## src/rtl/core/rrud_pkg.sv

```systemverilog
// shared types and constants of the radial ripple uv displacement block
// holds the controller command and status structs, table entry layout and sizes
`timescale 1ns / 1ps

package rrud_pkg;

  localparam int MaxSourcesDef = 8;
  localparam int ExpDepthDef   = 256;

  localparam int DataW    = 24;
  localparam int ModeW    = 2;
  localparam int AddrMaxW = 6;
  localparam int SqSteps  = 25;
  localparam int DivNumW  = 50;
  localparam int DivDenW  = 25;
  localparam int MulAW    = 33;
  localparam int MulBW    = 25;
  localparam int ProdW    = MulAW + MulBW;
  localparam int ExpW     = 31;

  typedef enum logic [ModeW-1:0] {
    MODE_INSERT = 2'd0,
    MODE_TICK   = 2'd1,
    MODE_VERTEX = 2'd2
  } mode_e;

  typedef enum logic [4:0] {
    OP_NONE,
    OP_INS,
    OP_RD,
    OP_TICK_EV,
    OP_DX,
    OP_D2X,
    OP_D2Y,
    OP_R2,
    OP_SQ_INIT,
    OP_SQ_STEP,
    OP_DIV_S,
    OP_X,
    OP_T,
    OP_IDX,
    OP_G,
    OP_H1,
    OP_DIV_R,
    OP_H,
    OP_DIV_UX,
    OP_UX_L,
    OP_UX_H,
    OP_DIV_UY,
    OP_UY_L,
    OP_UY_H,
    OP_RES
  } op_e;

  typedef enum logic [1:0] {
    RES_ZERO,
    RES_FULL,
    RES_CUR,
    RES_NEW
  } res_e;

  typedef struct packed {
    op_e                 op;
    logic                load;
    res_e                res;
    logic [AddrMaxW-1:0] raddr;
    logic [AddrMaxW-1:0] waddr;
  } cmd_t;

  typedef struct packed {
    logic live;
    logic not_cov;
    logic div_done;
    logic d_zero;
  } status_t;

  typedef struct packed {
    logic [DataW-1:0] x;
    logic [DataW-1:0] y;
    logic [DataW-1:0] rad;
    logic [DataW-1:0] peak;
    logic [DataW-1:0] age;
  } src_entry_t;

endpackage

```

## src/rtl/core/rrud_ctrl.sv

```systemverilog
// controller: sequences insert, tick compaction and vertex evaluation
// depends on rrud_pkg; issues commands to rrud_dp and reads its status
`timescale 1ns / 1ps

module rrud_ctrl import rrud_pkg::*; #(
  parameter int MaxSources = MaxSourcesDef
) (
  input  logic             clk_i,
  input  logic             rst_ni,
  input  logic             in_valid_i,
  output logic             in_ready_o,
  input  logic [ModeW-1:0] mode_i,
  output logic             out_valid_o,
  input  logic             out_ready_i,
  output cmd_t             cmd_o,
  input  status_t          status_i
);

  localparam int CW = $clog2(MaxSources + 1);

  typedef enum logic [4:0] {
    ST_IDLE, ST_INS, ST_T_RD, ST_T_EV, ST_V_RD, ST_V_DX, ST_V_D2X, ST_V_D2Y, ST_V_R2,
    ST_SQ_INIT, ST_SQ_STEP, ST_DIV_S, ST_X, ST_T, ST_IDX, ST_G, ST_H1,
    ST_DIV_R, ST_WAIT_R, ST_H, ST_DIV_UX, ST_WAIT_UX, ST_UX_L, ST_UX_H,
    ST_DIV_UY, ST_WAIT_UY, ST_UY_L, ST_UY_H, ST_FIN
  } state_e;

  state_e         state_q;
  logic [CW-1:0]  count_q;
  logic [CW-1:0]  idx_q;
  logic [CW-1:0]  k_q;
  logic [CW-1:0]  k_next;
  logic [4:0]     sq_cnt_q;
  res_e           res_q;
  logic           out_valid_q;
  logic           commit;
  logic           full;

  assign commit = !out_valid_q || out_ready_i;
  assign full   = count_q >= CW'(MaxSources);
  assign k_next = k_q + CW'(status_i.live);

  always_comb begin
    cmd_o       = '0;
    cmd_o.op    = OP_NONE;
    cmd_o.res   = res_q;
    cmd_o.raddr = AddrMaxW'(idx_q);
    cmd_o.waddr = AddrMaxW'(k_q);
    case (state_q)
      ST_IDLE: cmd_o.load = in_valid_i;
      ST_INS: begin
        cmd_o.op    = full ? OP_NONE : OP_INS;
        cmd_o.waddr = AddrMaxW'(count_q);
      end
      ST_T_RD, ST_V_RD: cmd_o.op = OP_RD;
      ST_T_EV:    cmd_o.op = OP_TICK_EV;
      ST_V_DX:    cmd_o.op = OP_DX;
      ST_V_D2X:   cmd_o.op = OP_D2X;
      ST_V_D2Y:   cmd_o.op = OP_D2Y;
      ST_V_R2:    cmd_o.op = OP_R2;
      ST_SQ_INIT: cmd_o.op = OP_SQ_INIT;
      ST_SQ_STEP: cmd_o.op = OP_SQ_STEP;
      ST_DIV_S:   cmd_o.op = OP_DIV_S;
      ST_X:       cmd_o.op = OP_X;
      ST_T:       cmd_o.op = OP_T;
      ST_IDX:     cmd_o.op = OP_IDX;
      ST_G:       cmd_o.op = OP_G;
      ST_H1:      cmd_o.op = OP_H1;
      ST_DIV_R:   cmd_o.op = OP_DIV_R;
      ST_H:       cmd_o.op = OP_H;
      ST_DIV_UX:  cmd_o.op = OP_DIV_UX;
      ST_UX_L:    cmd_o.op = OP_UX_L;
      ST_UX_H:    cmd_o.op = OP_UX_H;
      ST_DIV_UY:  cmd_o.op = OP_DIV_UY;
      ST_UY_L:    cmd_o.op = OP_UY_L;
      ST_UY_H:    cmd_o.op = OP_UY_H;
      ST_FIN:     cmd_o.op = commit ? OP_RES : OP_NONE;
      default:    cmd_o.op = OP_NONE;
    endcase
  end

  always_ff @(posedge clk_i or negedge rst_ni) begin
    if (!rst_ni) begin
      state_q     <= ST_IDLE;
      count_q     <= '0;
      idx_q       <= '0;
      k_q         <= '0;
      sq_cnt_q    <= '0;
      res_q       <= RES_ZERO;
      out_valid_q <= 1'b0;
    end else begin
      // in ST_FIN the handoff below decides the valid flag
      if (out_valid_q && out_ready_i && state_q != ST_FIN) out_valid_q <= 1'b0;
      case (state_q)
        ST_IDLE: begin
          if (in_valid_i) begin
            case (mode_i)
              MODE_INSERT: state_q <= ST_INS;
              MODE_TICK: begin
                idx_q <= '0;
                k_q   <= '0;
                res_q <= RES_ZERO;
                state_q <= (count_q == '0) ? ST_FIN : ST_T_RD;
              end
              MODE_VERTEX: begin
                res_q <= RES_CUR;
                idx_q <= count_q - 1'b1;
                state_q <= (count_q == '0) ? ST_FIN : ST_V_RD;
              end
              default: begin
                res_q   <= RES_ZERO;
                state_q <= ST_FIN;
              end
            endcase
          end
        end
        ST_INS: begin
          if (full) begin
            res_q <= RES_FULL;
          end else begin
            res_q   <= RES_ZERO;
            count_q <= count_q + 1'b1;
          end
          state_q <= ST_FIN;
        end
        ST_T_RD: state_q <= ST_T_EV;
        ST_T_EV: begin
          k_q <= k_next;
          if (idx_q + 1'b1 == count_q) begin
            count_q <= k_next;
            state_q <= ST_FIN;
          end else begin
            idx_q   <= idx_q + 1'b1;
            state_q <= ST_T_RD;
          end
        end
        ST_V_RD:  state_q <= ST_V_DX;
        ST_V_DX:  state_q <= ST_V_D2X;
        ST_V_D2X: state_q <= ST_V_D2Y;
        ST_V_D2Y: state_q <= ST_V_R2;
        ST_V_R2: begin
          if (!status_i.not_cov) begin
            state_q <= ST_SQ_INIT;
          end else if (idx_q == '0) begin
            state_q <= ST_FIN;
          end else begin
            idx_q   <= idx_q - 1'b1;
            state_q <= ST_V_RD;
          end
        end
        ST_SQ_INIT: begin
          sq_cnt_q <= '0;
          res_q    <= RES_NEW;
          state_q  <= ST_SQ_STEP;
        end
        ST_SQ_STEP: begin
          sq_cnt_q <= sq_cnt_q + 1'b1;
          if (sq_cnt_q == 5'(SqSteps - 1)) state_q <= ST_DIV_S;
        end
        ST_DIV_S:  state_q <= ST_X;
        ST_X:      state_q <= ST_T;
        ST_T:      state_q <= ST_IDX;
        ST_IDX:    state_q <= ST_G;
        ST_G:      state_q <= ST_H1;
        ST_H1:     state_q <= ST_DIV_R;
        ST_DIV_R:  state_q <= ST_WAIT_R;
        ST_WAIT_R: if (status_i.div_done) state_q <= ST_H;
        ST_H:      state_q <= status_i.d_zero ? ST_FIN : ST_DIV_UX;
        ST_DIV_UX: state_q <= ST_WAIT_UX;
        ST_WAIT_UX: if (status_i.div_done) state_q <= ST_UX_L;
        ST_UX_L:   state_q <= ST_UX_H;
        ST_UX_H:   state_q <= ST_DIV_UY;
        ST_DIV_UY: state_q <= ST_WAIT_UY;
        ST_WAIT_UY: if (status_i.div_done) state_q <= ST_UY_L;
        ST_UY_L:   state_q <= ST_UY_H;
        ST_UY_H:   state_q <= ST_FIN;
        ST_FIN: begin
          if (commit) begin
            out_valid_q <= 1'b1;
            state_q     <= ST_IDLE;
          end
        end
        default: state_q <= ST_IDLE;
      endcase
    end
  end

  assign in_ready_o  = state_q == ST_IDLE;
  assign out_valid_o = out_valid_q;

endmodule

```

## config.mk

```make
export PLATFORM = sky130hd
export DESIGN_NAME = rrud_ctrl
export DESIGN_NICKNAME = d
export VERILOG_FILES = /design/src/rtl/core/rrud_pkg.sv /design/src/rtl/core/rrud_ctrl.sv
export SDC_FILE = /design/constraint.sdc
export NUM_CORES = 1
export LEC_CHECK = 0
export BUFFER_PORTS_ARGS = -buffer_cell sky130_fd_sc_hd__buf_2
export CAP_MARGIN = 20
export CORE_ASPECT_RATIO = 0.5
export CORE_MARGIN = 3
export CORE_UTILIZATION = 35
export CTS_CLUSTER_SIZE = 24
export DETAILED_ROUTE_END_ITERATION = 16
export HOLD_SLACK_MARGIN = 0.06
export PLACE_DENSITY_LB_ADDON = 0.15
export SETUP_SLACK_MARGIN = 0.5
export SLEW_MARGIN = 20
export SYNTH_ARGS = -nofsm -noshare
export SYNTH_HDL_FRONTEND = slang
export SYNTH_SLANG_ARGS = --single-unit
```

## constraint.sdc

```tcl
create_clock -name clk_i -period 2.1 [get_ports clk_i]
set_input_delay 0.21 -clock clk_i [delete_from_list [all_inputs] [get_ports clk_i]]
set_output_delay 0.21 -clock clk_i [all_outputs]
set_load 0.005 [all_outputs]
```

==> flow_metrics.env, run 1 <==
export IMPL_yosysUniqueCellTypes=70
export IMPL_clkSlewWorstSetupHoldPaths_ns=0.07
export IMPL_leakage_uw=0.001506
export IMPL_detail_route_antenna_nets=0
export IMPL_drive_above_1_share=0.4972
export IMPL_whs_path_depth=3
export IMPL_rsz0062_at_grt="yes"
export IMPL_maxSlewViolCount=0
export IMPL_cp_start_kind="flop"
export IMPL_setup_viol=0
export IMPL_critPathMaxFanout=4
export IMPL_insertion_delay_ns=0.26
export IMPL_placed_cells=399
export IMPL_fmax_mhz=533.3
export IMPL_synth_edff_count=0
export IMPL_tns_ns=0
export IMPL_fillers=555
export IMPL_required_ns=2.23
export IMPL_core_sq_um=6231
export IMPL_seqCellArea_sq_um=636.9
export IMPL_grt_usage=0.1935
export IMPL_io_buffers=27
export IMPL_fin_cells=448
export IMPL_overflow=0
export IMPL_netlist_area_sq_um=2311
export IMPL_place_gp_congestion=0.8595
export IMPL_reg2reg_from="idx_q[0]$_DFFE_PN0P_"
export IMPL_multi_input_area_sq_um=1838
export IMPL_worstHoldEndpoint="out_valid_o$_DFF_PN0_"
export IMPL_cts_htree_levels=1
export IMPL_yosysSeqAreaShare=0.2707
export IMPL_reg2reg_depth=8
export IMPL_cts_root_buffer="clkbuf_16"
export IMPL_setup_worst_path_end_class="flop"
export IMPL_routed_wl_microns=7578
export IMPL_dp_hpwl_microns=4923
export IMPL_finalInstanceArea_sq_um=3437
export IMPL_drt_iter0_drc=164
export IMPL_status="finished, final reports clean"
export IMPL_worst_slew_pin_slew_ns=0.5836
export IMPL_clock_sinks=25
export IMPL_nets=380
export IMPL_fin_hold_ws_ns=0.4182
export IMPL_period_share=0.8930
export IMPL_finalHoldViolCount=0
export IMPL_worstHoldPathType="in -> reg"
export IMPL_async_reset_ff_frac=1.000
export IMPL_vias=2462
export IMPL_syn_to_final_growth_pct=48.73
export IMPL_grt_max_degree=26
export IMPL_final_common_cell="buf_4"
export IMPL_initial_core_util=0.3709
export IMPL_dieArea_sq_um=7673
export IMPL_synthCells=282
export IMPL_die_h_microns=63.46
export IMPL_antenna_found_initial=0
export IMPL_startpoint="idx_q[0]$_DFFE_PN0P_"
export IMPL_drv_cap=0
export IMPL_power_density_nw_per_um2=1243
export IMPL_wl_per_cell_microns=16.92
export IMPL_yosysWarnings=0
export IMPL_syn_area_per_cell_sq_um=8.195
export IMPL_drc=0
export IMPL_grt_first_pass_wirelength_microns=12100
export IMPL_skew_ns=0.002427
export IMPL_antenna_cells=0
export IMPL_pin_count=32
export IMPL_die_w_microns=120.9
export IMPL_fin_crit_ns=1.875
export IMPL_grt_pass1_vias=2397
export IMPL_numCtsBuffers=3
export IMPL_synth_seq_cells=25
export IMPL_cts_tree="built"
export IMPL_holdCritStartpoint="out_ready_i"
export IMPL_r2r_end="state_q[1]$_DFFE_PN0P_"
export IMPL_dr_pass1_iters=4
export IMPL_rows=20
export IMPL_max_vdd_ir_drop_v=0.0004993
export IMPL_critPathKind="reg -> reg"
export IMPL_slew_headroom=0.6109
export IMPL_viasPerCell=5.496
export IMPL_final_cell_mix="buf_4, buf_2, nand2_1"
export IMPL_clk_path_buf_depth=2
export IMPL_dpl_cell_area_sq_um=2646
export IMPL_critPathArrivalTime_ns=2.01
export IMPL_synth_flop_cell="dfrtp_1"
export IMPL_rrSetupSlack_ns=0.22
worst max path at each step:
stage | endpoint | slack, ns | depth (start not counted)
5_1_grt | state_q[2]$_DFFE_PN0P_ | 0.17 | 7
6_report | state_q[1]$_DFFE_PN0P_ | 0.22 | 8
2_1_floorplan | idx_q[2]$_DFFE_PN0P_ | 0.32 | 7
3_3_place_gp | idx_q[2]$_DFFE_PN0P_ | 0.15 | 7
3_5_place_dp | count_q[3]$_DFFE_PN0P_ | 0.14 | 8
4_1_cts | state_q[2]$_DFFE_PN0P_ | 0.24 | 7
flip-flops by register name, indices dropped and copies added, names as in the netlist:
register and cells:
state_q 5, k_q 4, sq_cnt_q 5, idx_q 4
count_q 4, res_q 2, out_valid_o 1
critical path, stage by stage, from the launching register on:
cell and delay [ns]:
dfrtp_2 0.47, inv_4 0.09, ha_4 0.21, xor2_2 0.15, nor2_2 0.16, buf_4 0.14, a31oi_1 0.13, o21ai_0 0.29
mux2i_2 0.11
per-layer routing:
layer  vias to the layer above  wire length (microns)  GRT usage
met5                         -                      0          0
met4                         0                    142    0.04802
met3                        14                    268    0.03229
met2                        67                   3537     0.3006
met1                      1203                   3630     0.2790
li1                       1178                      -          -
cell type report:
cell class,instances,share of cell area
Multi-Input combinational cell,223,0.5348
Timing Repair Buffer,93,0.2060
Sequential cell,25,0.1853
Tap cell,88,0.03204
Clock buffer,4,0.02293
Inverter,15,0.01893
what timing repair did:
action                                  CTS  global route
pin swaps                                21            23
endpoints found under the hold margin    25             0
hold buffers                              1             0
gates resized for setup                  54            50
buffers inserted                         30            14
endpoints found under the setup margin   35            31
synthesized netlist by cell type (2+ instances only):
| master | n | area share |
|---|---|---|
| nand2_1 | 27 | 0.044 |
| o21ai_0 | 26 | 0.056 |
| dfrtp_1 | 25 | 0.27 |
| nor2_1 | 20 | 0.032 |
| a21oi_1 | 15 | 0.032 |
| inv_1 | 14 | 0.023 |
| nand3_1 | 14 | 0.030 |
| ha_1 | 9 | 0.049 |
| buf_2 | 8 | 0.017 |
| nand2b_1 | 6 | 0.016 |
| nor3_1 | 6 | 0.013 |
| xnor2_1 | 6 | 0.023 |
| xor2_1 | 6 | 0.023 |
| buf_4 | 5 | 0.016 |
| clkbuf_1 | 5 | 0.0081 |
| mux2i_1 | 5 | 0.022 |
| a22o_1 | 4 | 0.015 |
| a22oi_1 | 4 | 0.013 |
| a31oi_1 | 4 | 0.011 |
| nand4_1 | 4 | 0.011 |
| o2bb2ai_1 | 4 | 0.015 |
| and2_1 | 3 | 0.0081 |
| buf_6 | 3 | 0.015 |
| mux2_2 | 3 | 0.015 |
| nor2b_1 | 3 | 0.0081 |
| o211ai_1 | 3 | 0.0097 |
| o21ai_1 | 3 | 0.0065 |
| nand4b_1 | 2 | 0.0076 |
| nor3_2 | 2 | 0.0087 |
| or3b_1 | 2 | 0.0076 |
| or4_1 | 2 | 0.0065 |
per-stage QoR:
step,util,worst slack [ns],power [uW]
after global routing,0.5516,0.1742,4571
after CTS,0.5046,0.2374,3850
after detailed placement,0.4247,0.1417,2744
after global placement,0.4247,0.1504,2736
final,0.5516,0.2247,4273
after floorplan,-,0.3166,2161
cell families (layout without fill, tap and decap cells):
| group | count (synthesis) | in the layout | synth area share |
|---|---|---|---|
| compound gates | 83 | 83 | 0.2512 |
| mux | 10 | 10 | 0.04764 |
| other cells | 1 | 4 | 0.001623 |
| flops | 25 | 25 | 0.2707 |
| fa+ha+maj | 10 | 10 | 0.05306 |
| buf+inv | 37 | 112 | 0.08229 |
| xor+xnor | 12 | 12 | 0.04548 |
| simple gates | 104 | 104 | 0.2480 |
power by group:
group | switching, uW | internal (uW)
clock | 185 | 260
combinational | 1450 | 1500
sequential | 236 | 637
Power figures use the tool's default switching activity.
==> inputs of run 2 (changes only) <==
--- a/config.mk
+++ b/config.mk
@@ -13,7 +13,8 @@
 export CTS_CLUSTER_SIZE = 24
 export DETAILED_ROUTE_END_ITERATION = 16
 export HOLD_SLACK_MARGIN = 0.06
-export PLACE_DENSITY_LB_ADDON = 0.15
+export PLACE_DENSITY = 0.61
+export REMOVE_ABC_BUFFERS = 1
 export SETUP_SLACK_MARGIN = 0.5
 export SLEW_MARGIN = 20
 export SYNTH_ARGS = -nofsm -noshare
==> flow_metrics.env, run 2 (synthesis results as in run 1) <==
export IMPL_whs_path_depth=3
export IMPL_leakage_uw=0.001521
export IMPL_max_vdd_ir_drop_v=0.0004488
export IMPL_final_common_cell="buf_4"
export IMPL_rrSetupSlack_ns=0.18
export IMPL_critPathArrivalTime_ns=2.06
export IMPL_postLayoutCoreUtil=0.5548
export IMPL_rsz0062_at_grt="yes"
export IMPL_path_buf_inv=1
export IMPL_detail_route_antenna_nets=0
export IMPL_grt_first_pass_wirelength_microns=11990
export IMPL_rows=20
export IMPL_finalHoldViolCount=0
export IMPL_io_buffers=27
export IMPL_holdCritStartpoint="status_i[3]"
export IMPL_wl_per_cell_microns=16.38
export IMPL_fin_crit_ns=1.922
export IMPL_core_sq_um=6231
export IMPL_clkSlewWorstSetupHoldPaths_ns=0.07
export IMPL_power_density_nw_per_um2=1236
export IMPL_drt_iter0_drc=184
export IMPL_fillers=495
export IMPL_slew_headroom=0.6066
export IMPL_required_ns=2.24
export IMPL_initial_core_util=0.3709
export IMPL_cp_depth=6
export IMPL_reg2reg_depth=6
export IMPL_critical_path_cell_chain="buf_12, or3b_1, o211ai_1, o2111ai_2, o211ai_4, mux2_4"
export IMPL_insertion_delay_ns=0.26
export IMPL_grt_max_degree=26
export IMPL_die_w_microns=120.9
export IMPL_drive_above_1_share=0.4918
export IMPL_final_cell_mix="buf_4, buf_2, buf_6"
export IMPL_dieArea_sq_um=7673
export IMPL_critPathMaxFanout=6
export IMPL_skew_ns=0.006624
export IMPL_worstHoldPathType="in -> reg"
export IMPL_setup_worst_path_end_class="flop"
export IMPL_vias=2509
export IMPL_viasPerCell=5.551
export IMPL_finalInstanceArea_sq_um=3457
export IMPL_drc=0
export IMPL_nets=384
export IMPL_worstHoldEndpoint="k_q[0]$_DFFE_PN0P_"
export IMPL_crit_slowest_cell="dfrtp_2"
export IMPL_syn_to_final_growth_pct=49.59
export IMPL_dr_pass1_iters=5
export IMPL_reg2reg_from="state_q[3]$_DFFE_PN0P_"
export IMPL_numCtsBuffers=3
export IMPL_slowest_delay_ns=0.47
export IMPL_period_share=0.9155
export IMPL_place_gp_congestion=0.8508
export IMPL_maxSlewViolCount=0
export IMPL_status="finished, final reports clean"
export IMPL_pin_count=32
export IMPL_cts_root_buffer="clkbuf_16"
export IMPL_clock_sinks=25
export IMPL_overflow=0
export IMPL_dp_hpwl_microns=4482
export IMPL_setup_viol=0
export IMPL_critPathKind="reg -> reg"
export IMPL_antenna_found_initial=0
export IMPL_cts_htree_levels=1
export IMPL_tns_ns=0
export IMPL_top_regs="sq_cnt_q (5), state_q (5)"
export IMPL_grt_usage=0.1909
export IMPL_dpl_cell_area_sq_um=2604
export IMPL_clk_path_buf_depth=2
export IMPL_cp_top_family="compound AO/OA/AOI/OAI gates"
export IMPL_p_total_uw=4274
export IMPL_fmax_mhz=520.2
export IMPL_grt_pass1_vias=2472
export IMPL_worst_slew_pin_slew_ns=0.5901
export IMPL_drv_cap=0
export IMPL_r2r_end="state_q[0]$_DFFE_PN0P_"
export IMPL_routed_wl_microns=7402
export IMPL_cp_start_kind="flop"
export IMPL_antenna_cells=0
export IMPL_die_h_microns=63.46
export IMPL_cts_tree="built"
## run 2: what timing repair did
action | in CTS | in global routing
gates resized for setup | 72 | 45
hold buffers | 1 | 0
pin swaps | 19 | 14
endpoints found under the hold margin | 25 | 0
endpoints found under the setup margin | 31 | 35
setup buffers | 39 | 9
## run 2: area by class of cell
| class | count | area, sq um | share of cell area |
|---|---|---|---|
| Inverter | 15 | 58.81 | 0.01701 |
| Sequential cell | 25 | 635.6 | 0.1839 |
| Timing Repair Buffer | 97 | 773.2 | 0.2237 |
| Multi-Input combinational cell | 223 | 1800 | 0.5208 |
| Tap cell | 88 | 110.1 | 0.03185 |
| Clock buffer | 4 | 78.83 | 0.02280 |
## run 2: stage by stage
stage          hold WS [ns]  instances  setup slack, ns
6_report             0.3906        452           0.1775
5_1_grt              0.4334        452           0.1379
4_1_cts              0.3992        443           0.2771
3_5_place_dp         0.2456        399          0.05968
3_3_place_gp         0.2346        399           0.1177
2_1_floorplan      -0.08559        263          0.07864
## run 2: worst max path at each step
stage                                         to  slack [ns]                   start
after CTS                 state_q[0]$_DFFE_PN0P_        0.28  state_q[3]$_DFFE_PN0P_
after floorplan             idx_q[2]$_DFFE_PN0P_        0.08    idx_q[0]$_DFFE_PN0P_
after detailed placement    idx_q[2]$_DFFE_PN0P_        0.06    idx_q[0]$_DFFE_PN0P_
after global routing      state_q[2]$_DFFE_PN0P_        0.14  state_q[0]$_DFFE_PN0P_
final                     state_q[0]$_DFFE_PN0P_        0.18  state_q[3]$_DFFE_PN0P_
after global placement      idx_q[2]$_DFFE_PN0P_        0.12    idx_q[0]$_DFFE_PN0P_
## run 2: where the power goes
group	leakage (uW)	switching (uW)	internal, uW
registers	0.000304	256	637
logic	0.00118	1420	1530
clock network	0.0000382	171	260
## run 2: tightest hold or removal path: stages
cell	delay [ns]
buf_2	0.08
ha_1	0.19
a22o_1	0.14
## run 2: metal layers
metal,up-vias,GRT usage,routed length [microns]
met3,18,0.02870,310
met4,0,0.06073,127
met2,88,0.3303,3717
met1,1219,0.2453,3247
met5,-,0,0
li1,1184,-,-
==> inputs of run 3 (changes only) <==
--- a/config.mk
+++ b/config.mk
@@ -8,13 +8,13 @@
 export BUFFER_PORTS_ARGS = -buffer_cell sky130_fd_sc_hd__buf_2
 export CAP_MARGIN = 20
 export CORE_ASPECT_RATIO = 0.5
-export CORE_MARGIN = 3
+export CORE_MARGIN = 2
 export CORE_UTILIZATION = 35
+export CTS_BUF_LIST = sky130_fd_sc_hd__clkbuf_4 sky130_fd_sc_hd__clkbuf_8
 export CTS_CLUSTER_SIZE = 24
 export DETAILED_ROUTE_END_ITERATION = 16
 export HOLD_SLACK_MARGIN = 0.06
 export PLACE_DENSITY = 0.61
-export REMOVE_ABC_BUFFERS = 1
 export SETUP_SLACK_MARGIN = 0.5
 export SLEW_MARGIN = 20
 export SYNTH_ARGS = -nofsm -noshare
==> flow_metrics.env, run 3 (synthesis results as in run 1) <==
export IMPL_critPathArrivalTime_ns=2.09
export IMPL_setup_viol=0
export IMPL_reg2reg_from="state_q[0]$_DFFE_PN0P_"
export IMPL_slew_headroom=0.6070
export IMPL_routed_wl_microns=7945
export IMPL_antenna_cells=0
export IMPL_finalInstanceArea_sq_um=3562
export IMPL_power_density_nw_per_um2=1194
export IMPL_dieArea_sq_um=7309
export IMPL_drt_iter0_drc=149
export IMPL_vias=2575
export IMPL_finalHoldViolCount=0
export IMPL_grt_max_degree=26
export IMPL_setup_worst_path_end_class="flop"
export IMPL_maxSlewViolCount=0
export IMPL_dp_hpwl_microns=4753
export IMPL_nets=393
export IMPL_leakage_uw=0.001579
export IMPL_fmax_mhz=520.3
export IMPL_critPathMaxFanout=6
export IMPL_die_w_microns=118.9
export IMPL_grt_usage=0.2207
export IMPL_pin_count=32
export IMPL_clkSlewWorstSetupHoldPaths_ns=0.10
export IMPL_whs_path_depth=4
export IMPL_dpl_cell_area_sq_um=2631
export IMPL_grt_pass1_vias=2523
export IMPL_p_total_uw=4252
export IMPL_dr_pass1_iters=4
export IMPL_numCtsBuffers=3
export IMPL_fillers=515
export IMPL_critPathKind="reg -> reg"
export IMPL_critical_path_cell_chain="buf_4, nor4_2, a21oi_2, a221oi_4, nand2_4, mux2_4"
export IMPL_crit_slowest_cell="dfrtp_2"
export IMPL_worst_slew_pin_slew_ns=0.5895
export IMPL_place_gp_congestion=0.9479
export IMPL_worstHoldEndpoint="res_q[0]$_DFFE_PN0P_"
export IMPL_final_common_cell="buf_4"
export IMPL_drc=0
export IMPL_rrSetupSlack_ns=0.18
export IMPL_rows=20
export IMPL_die_h_microns=61.46
export IMPL_skew_ns=0.002024
export IMPL_fin_crit_ns=1.922
export IMPL_grt_first_pass_wirelength_microns=12790
export IMPL_slowest_delay_ns=0.48
export IMPL_initial_core_util=0.3709
export IMPL_drv_cap=0
export IMPL_required_ns=2.27
export IMPL_cts_htree_levels=1
export IMPL_core_sq_um=6231
export IMPL_holdCritStartpoint="mode_i[1]"
export IMPL_clk_path_buf_depth=2
export IMPL_postLayoutCoreUtil=0.5717
export IMPL_max_vdd_ir_drop_v=0.0007871
export IMPL_cp_start_kind="flop"
export IMPL_overflow=0
export IMPL_tns_ns=0
export IMPL_fin_ws_ns=0.1779
export IMPL_period_share=0.9153
export IMPL_rsz0062_at_grt="yes"
export IMPL_detail_route_antenna_nets=0
export IMPL_clock_sinks=25
export IMPL_syn_to_final_growth_pct=54.14
export IMPL_insertion_delay_ns=0.28
export IMPL_path_buf_inv=1
export IMPL_top_regs="sq_cnt_q (5), state_q (5)"
export IMPL_final_cell_mix="buf_4, buf_6, buf_2"
export IMPL_antenna_found_initial=0
export IMPL_viasPerCell=5.586
export IMPL_drive_above_1_share=0.5201
export IMPL_wl_per_cell_microns=17.23
export IMPL_r2r_end="idx_q[2]$_DFFE_PN0P_"
export IMPL_reg2reg_depth=6
export IMPL_place_ws_ns=0.1429
export IMPL_cts_tree="built"
export IMPL_io_buffers=27
export IMPL_cts_root_buffer="clkbuf_8"
export IMPL_status="finished, final reports clean"
export IMPL_worstHoldPathType="in -> reg"
export IMPL_cp_top_family="flip-flops"
-- run 3: how the worst max path moves through the flow --
stage / start / end / cells after the start
2_1_floorplan: idx_q[0]$_DFFE_PN0P_ / idx_q[2]$_DFFE_PN0P_ / 7
6_report: state_q[0]$_DFFE_PN0P_ / idx_q[2]$_DFFE_PN0P_ / 6
5_1_grt: state_q[0]$_DFFE_PN0P_ / idx_q[2]$_DFFE_PN0P_ / 6
3_5_place_dp: idx_q[0]$_DFFE_PN0P_ / count_q[3]$_DFFE_PN0P_ / 7
3_3_place_gp: idx_q[0]$_DFFE_PN0P_ / state_q[4]$_DFFE_PN0P_ / 8
4_1_cts: state_q[4]$_DFFE_PN0P_ / state_q[2]$_DFFE_PN0P_ / 7
-- run 3: layout make-up --
| cell class | count | area [sq um] | area share |
|---|---|---|---|
| Clock buffer | 3 | 41.29 | 0.01159 |
| Tap cell | 88 | 110.1 | 0.03091 |
| Timing Repair Buffer | 106 | 860.8 | 0.2417 |
| Clock inverter | 1 | 5.005 | 0.001405 |
| Sequential cell | 25 | 635.6 | 0.1784 |
| Multi-Input combinational cell | 223 | 1843 | 0.5174 |
| Inverter | 15 | 66.31 | 0.01862 |
-- run 3: repair_timing --
item | 4_1_cts | 5_1_grt
hold buffers | 1 | 0
pin swaps | 25 | 24
hold endpoints to repair | 25 | 0
endpoints found under the setup margin | 32 | 33
resized for setup | 91 | 36
buffers inserted | 52 | 7
-- run 3: stage by stage --
step / instances / hold WS [ns]
global placement: 397 / 0.2324
global route: 461 / 0.3422
floorplan: 285 / -0.08559
finish: 461 / 0.3313
CTS: 454 / 0.3498
detailed placement: 397 / 0.2427
-- run 3: tightest hold or removal path, stage by stage --
cell and delay (ns):
buf_2 0.17, o21ai_4 0.08, nand3_1 0.06, o21ai_1 0.06
-- run 3: power by group --
part	leakage (uW)	switching, uW	total (uW)	internal (uW)
logic	0.00125	1510	3060	1550
registers	0.000304	246	882	636
clock network	0.0000255	181	314	133
-- run 3: layer usage --
| metal | part of all wire | GRT usage | vias to the layer above |
|---|---|---|---|
| li1 | - | - | 1193 |
| met1 | 0.44 | 0.2872 | 1247 |
| met2 | 0.48 | 0.3990 | 108 |
| met3 | 0.058 | 0.03056 | 27 |
| met4 | 0.028 | 0.05782 | 0 |
| met5 | 0 | 0 | - |
